<file path="src/hdl/kmcu_pkg.sv">
// ----------------------------------------------------------------------------
// kmcu_pkg: shared types and constants for the k-means center update block
// Opcodes, default sizes and the controller-to-datapath command struct.
// ----------------------------------------------------------------------------
package kmcu_pkg;

   localparam int DefMaxClusters = 16;
   localparam int DefMaxPoints   = 65536;

   localparam logic [1:0] OP_LOAD   = 2'd0;
   localparam logic [1:0] OP_ADD    = 2'd1;
   localparam logic [1:0] OP_FINISH = 2'd2;
   localparam logic [1:0] OP_NONE   = 2'd3;   // unused code, accepted and ignored

   // commands from the controller to the datapath
   typedef struct packed {
      logic clear;       // clear sums and count of the walked cluster
      logic div_start;   // launch division for the walked cluster
      logic emit;        // present result for the walked cluster
   } kmcu_cmd_type;

   // status from the datapath to the controller
   typedef struct packed {
      logic div_done;
   } kmcu_status_type;

endpackage

</file>
<file path="src/hdl/kmcu_control.sv">
// ----------------------------------------------------------------------------
// kmcu_control: finish sequencer
// Walks all stored clusters, dividing and emitting those in use, clearing all.
// ----------------------------------------------------------------------------
module kmcu_control #(
   parameter int MAX_CLUSTERS = 16,
   parameter int IW           = $clog2(MAX_CLUSTERS)
) (
   input  logic                   clock,
   input  logic                   reset,
   input  logic                   finish,
   input  logic [6:0]             num_clusters,
   input  kmcu_pkg::kmcu_status_type status,
   output kmcu_pkg::kmcu_cmd_type cmd,
   output logic [IW-1:0]          walk_idx,
   output logic                   busy,
   output logic                   rsp_valid,
   output logic [5:0]             rsp_result_cluster,
   output logic                   rsp_last_result
);
   import kmcu_pkg::*;

   typedef enum logic [3:0] {
      S_IDLE = 4'b0001,
      S_DIV  = 4'b0010,
      S_WAIT = 4'b0100,
      S_EMIT = 4'b1000
   } state_type;

   state_type     st_ff, st_in;
   logic [IW-1:0] idx_ff, idx_in;
   logic [6:0]    k_ff, k_in;
   logic          in_use, last_use, last_idx;
   logic          v_ff, v_in;

   assign in_use   = (7'(idx_ff) < k_ff);
   assign last_use = (7'(idx_ff) + 7'd1 == k_ff);
   assign last_idx = (idx_ff == IW'(MAX_CLUSTERS - 1));

   always_comb begin
      st_in = st_ff; idx_in = idx_ff; k_in = k_ff; cmd = '0; v_in = 1'b0;
      unique case (st_ff)
         S_IDLE: begin
            if (finish) begin
               idx_in = '0;
               if (num_clusters == 7'd0) k_in = 7'd1;
               else if (num_clusters > 7'(MAX_CLUSTERS)) k_in = 7'(MAX_CLUSTERS);
               else k_in = num_clusters;
               st_in = S_DIV;
            end
         end
         S_DIV: begin
            if (in_use) begin
               cmd.div_start = 1'b1;
               st_in = S_WAIT;
            end else begin
               cmd.clear = 1'b1;
               idx_in = idx_ff + 1'b1;
               if (last_idx) st_in = S_IDLE;
            end
         end
         S_WAIT: begin
            if (status.div_done) st_in = S_EMIT;
         end
         S_EMIT: begin
            cmd.emit = 1'b1; cmd.clear = 1'b1; v_in = 1'b1;
            idx_in = idx_ff + 1'b1;
            st_in = last_idx ? S_IDLE : S_DIV;
         end
         default: st_in = S_IDLE;
      endcase
   end

   always_ff @(posedge clock) begin
      idx_ff <= idx_in; k_ff <= k_in;
      if (v_in) begin
         rsp_result_cluster <= 6'(idx_ff);
         rsp_last_result    <= last_use;
      end
      if (reset) begin
         st_ff <= S_IDLE;
         v_ff  <= 1'b0;
      end else begin
         st_ff <= st_in;
         v_ff  <= v_in;
      end
   end

   assign walk_idx  = idx_ff;
   assign busy      = (st_ff != S_IDLE);
   assign rsp_valid = v_ff;
endmodule

</file>
<file path="config.mk">
export PLATFORM = sky130hd
export DESIGN_NAME = kmcu_control
export DESIGN_NICKNAME = d
export VERILOG_FILES = /design/src/hdl/kmcu_pkg.sv /design/src/hdl/kmcu_control.sv
export SDC_FILE = /design/constraint.sdc
export NUM_CORES = 1
export LEC_CHECK = 0
export BUFFER_PORTS_ARGS = -buffer_cell sky130_fd_sc_hd__buf_2
export CAP_MARGIN = 20
export CORE_MARGIN = 3
export CORE_UTILIZATION = 50
export DETAILED_ROUTE_END_ITERATION = 16
export MAX_ROUTING_LAYER = met4
export PLACE_DENSITY = 0.84
export SLEW_MARGIN = 20
export SYNTH_ARGS = -nofsm -noshare
export SYNTH_HDL_FRONTEND = slang
export SYNTH_SLANG_ARGS = --single-unit
export TNS_END_PERCENT = 10
</file>
<file path="constraint.sdc">
create_clock -name clock -period 2.3 [get_ports clock]
set_clock_uncertainty 0.05 [all_clocks]
set_input_delay 0.115 -clock clock [delete_from_list [all_inputs] [get_ports clock]]
set_output_delay 0.115 -clock clock [all_outputs]
set_load 0.02 [all_outputs]
</file>
==> flow_summary.toml <==
[run_status]
outcome = "finished clean"

[sta]
rsz0062_at_grt = "no"
min_period_ns = 2.16
max_freq_ghz = 0.464
setup_violations = 0
setup_tns_ns = 0
slew_violations = 0
hold_viol_final = 0
finalCritPeriodShare = 0.937

[power_and_ir_drop]
seqPwrFrac = 0.482
p_sw_mw = 0.491
intPower_mw = 0.775
leakagePower_nw = 0.540
powerDensity_nw_per_um2 = 986
irDropWorstVdd_mv = 0.509
switching_share = 0.388
combPwrFrac = 0.375
p_clk_frac = 0.143

[critical_path]
critPathKind = "flop to output port"
required_ns = 2.13
worstPathArrival_ns = 1.99
cp-end-kind = "output port"
critPathLaunchType = "flop"
path_max_fanout = 4

[placement]
io_buffers = 24
dp_hpwl_mm = 1.66
gp_congestion = 0.823

[synthesis]
synth_edf_count = 16
synth.distinct_cells = 34
ys_warn_count = 0
synth_commonest_cells = "edfxtp_1, inv_1, nor2_1"
synth_most_common_cell = "edfxtp_1"
syn_inst = 103
synthTopCellsByArea = "edfxtp_1, dfxtp_1, ha_1"
ys_ff_latch = 21
ys_seq_area_frac = 0.532
syn_avg_cell_area_um2 = 10.6
async_flop_share = 0
synth_area_um2 = 1090
ys.flop_type = "edfxtp_1"
synth_top_area_cell = "edfxtp_1"
yosysTopAreaCellShare = 0.440

[global_route]
grtUsageTotal = 0.174
grt_pass1_wl_mm = 3.31
overflow = 0
grt_pass1_vias = 750
antenna_found_initial = 0
grt_max_degree = 13

[detailed_routing]
vias = 837
drt-pass1-iter-count = 4
drt-total-wl_mm = 2.11
drc = 0
viasPerCell = 5.23
drtAntennaViolNets = 0
first_iter_violations = 12
wl_per_cell_um = 13.2

[cells_and_area]
nets = 150
fillCellCount = 175
finish.utilization = 0.635
drive_gt1_frac = 0.278
n_antenna_cell = 0
area_delta_synth_final_pct = 17.7

[clock_tree]
clk_latency_ns = 0.31
htreeDepth = 1
clock-sinks = 21
cts_made_buffers = 3
clk_path_buf_depth = 2
cts-resized-gates = 0
cts_tree = "built"
cts-root-buf = "clkbuf_4"
clkTransAtPathRegs_ns = 0.12

[floorplan]
die_height_um = 52.7
io_pins = 27
die_w_um = 52.7
core_area_um2 = 2020
die_area_um2 = 2780
fp-row-count = 16
floorplan.initialDensity = 0.540

[min_path]
hold_path.class = "input port to flop"

[run]
drv_cap = 0
[cell families (layout without fill, tap and decap cells)]
logic type	Yosys count	in the layout	synth area share
AND/OR/NAND/NOR	39	39	0.205
flip-flops	21	21	0.532
AO/OA/AOI/OAI	17	17	0.0929
buffers and inverters	14	41	0.0608
XOR/XNOR	6	6	0.0482
adder cells (fa/ha/maj)	5	5	0.0573
other	1	4	0.00344
[per-layer routing]
metal | wire length (µm) | global-route usage | up-vias
li1 | - | - | 415
met1 | 900 | 0.184 | 393
met2 | 1070 | 0.300 | 24
met3 | 100 | 0.0370 | 5
met4 | 42 | 0.0979 | 0
met5 | 0 | - | -
[power by group through the flow]
stage                     registers (mW)  logic [mW]  clock network (mW)
after floorplan                    0.599       0.344                   0
after global placement             0.611       0.424                   0
after detailed placement           0.619       0.451                   0
after CTS                          0.611       0.459               0.184
after global routing               0.620       0.536               0.199
final                              0.610       0.475               0.181
[registers in the layout, summed over array words and instances, names as in the netlist]
| name | flops |
|---|---|
| rsp_valid | 1 |
| walk_idx | 4 |
| k_ff | 7 |
| rsp_last_result | 1 |
| st_ff | 4 |
| rsp_result_cluster | 4 |
[critical path, cell delays in order, from the launching register on]
cell      delay (ns)
edfxtp_1        0.44
ha_1            0.30
nor2b_1         0.13
o211ai_1        0.19
a21oi_1         0.16
or2_2           0.30
buf_2           0.17
[cell type report]
cell class              count  area, µm²  share of cell area
clock buffers               3       22.5              0.0175
clock inverters             1       5.00             0.00390
inverters                   9       33.8              0.0263
multi-input cells          71        455               0.355
flip-flops and latches     21        581               0.452
well taps                  27       33.8              0.0263
repair buffers             28        153               0.119
[stage by stage]
stage / area [µm²] / hold slack, ns / setup slack, ns / total power [mW] / cells
after global placement: 1230 / 0.279 / 0.506 / 1.04 / 153
after global routing: 1280 / 0.0289 / 0.0442 / 1.35 / 160
final: 1280 / 0.0389 / 0.145 / 1.27 / 160
after CTS: 1270 / 0.0329 / 0.0789 / 1.25 / 158
after floorplan: 1100 / 0.137 / 0.184 / 0.943 / 106
after detailed placement: 1230 / 0.281 / 0.433 / 1.07 / 153
[placed cells by master (no fill, tap or decap), drive strengths merged, types with 2 or more instances in the layout]
cell    count
nor2b       2
ha          5
nor4b       2
edfxtp     16
nor3        4
o21ai       6
and2        4
nand2b      3
buf        27
conb        4
nor2        9
and3        2
a21oi       5
dfxtp       5
nand2       4
inv         9
o211ai      2
xor2        3
nand3       3
clkbuf      3
xnor2       3
[what timing repair did]
item / CTS / global route
hold buffers: 1 / 0
hold endpoints to repair: 2 / 0
setup buffers: 0 / 2
setup endpoints to repair: 0 / 1
[path summary, 6_finish.rpt]
check                        from                    end  slack [ns]  cells after the start
setup reg to reg      walk_idx[2]            walk_idx[1]        0.44                      5
hold / removal    num_clusters[1]                k_ff[1]        0.04                      2
hold reg to reg       walk_idx[0]  rsp_result_cluster[0]        0.57                      0
setup / recovery      walk_idx[1]                 cmd[2]        0.14                      6
Note: power is estimated with default switching activity, not from simulation.
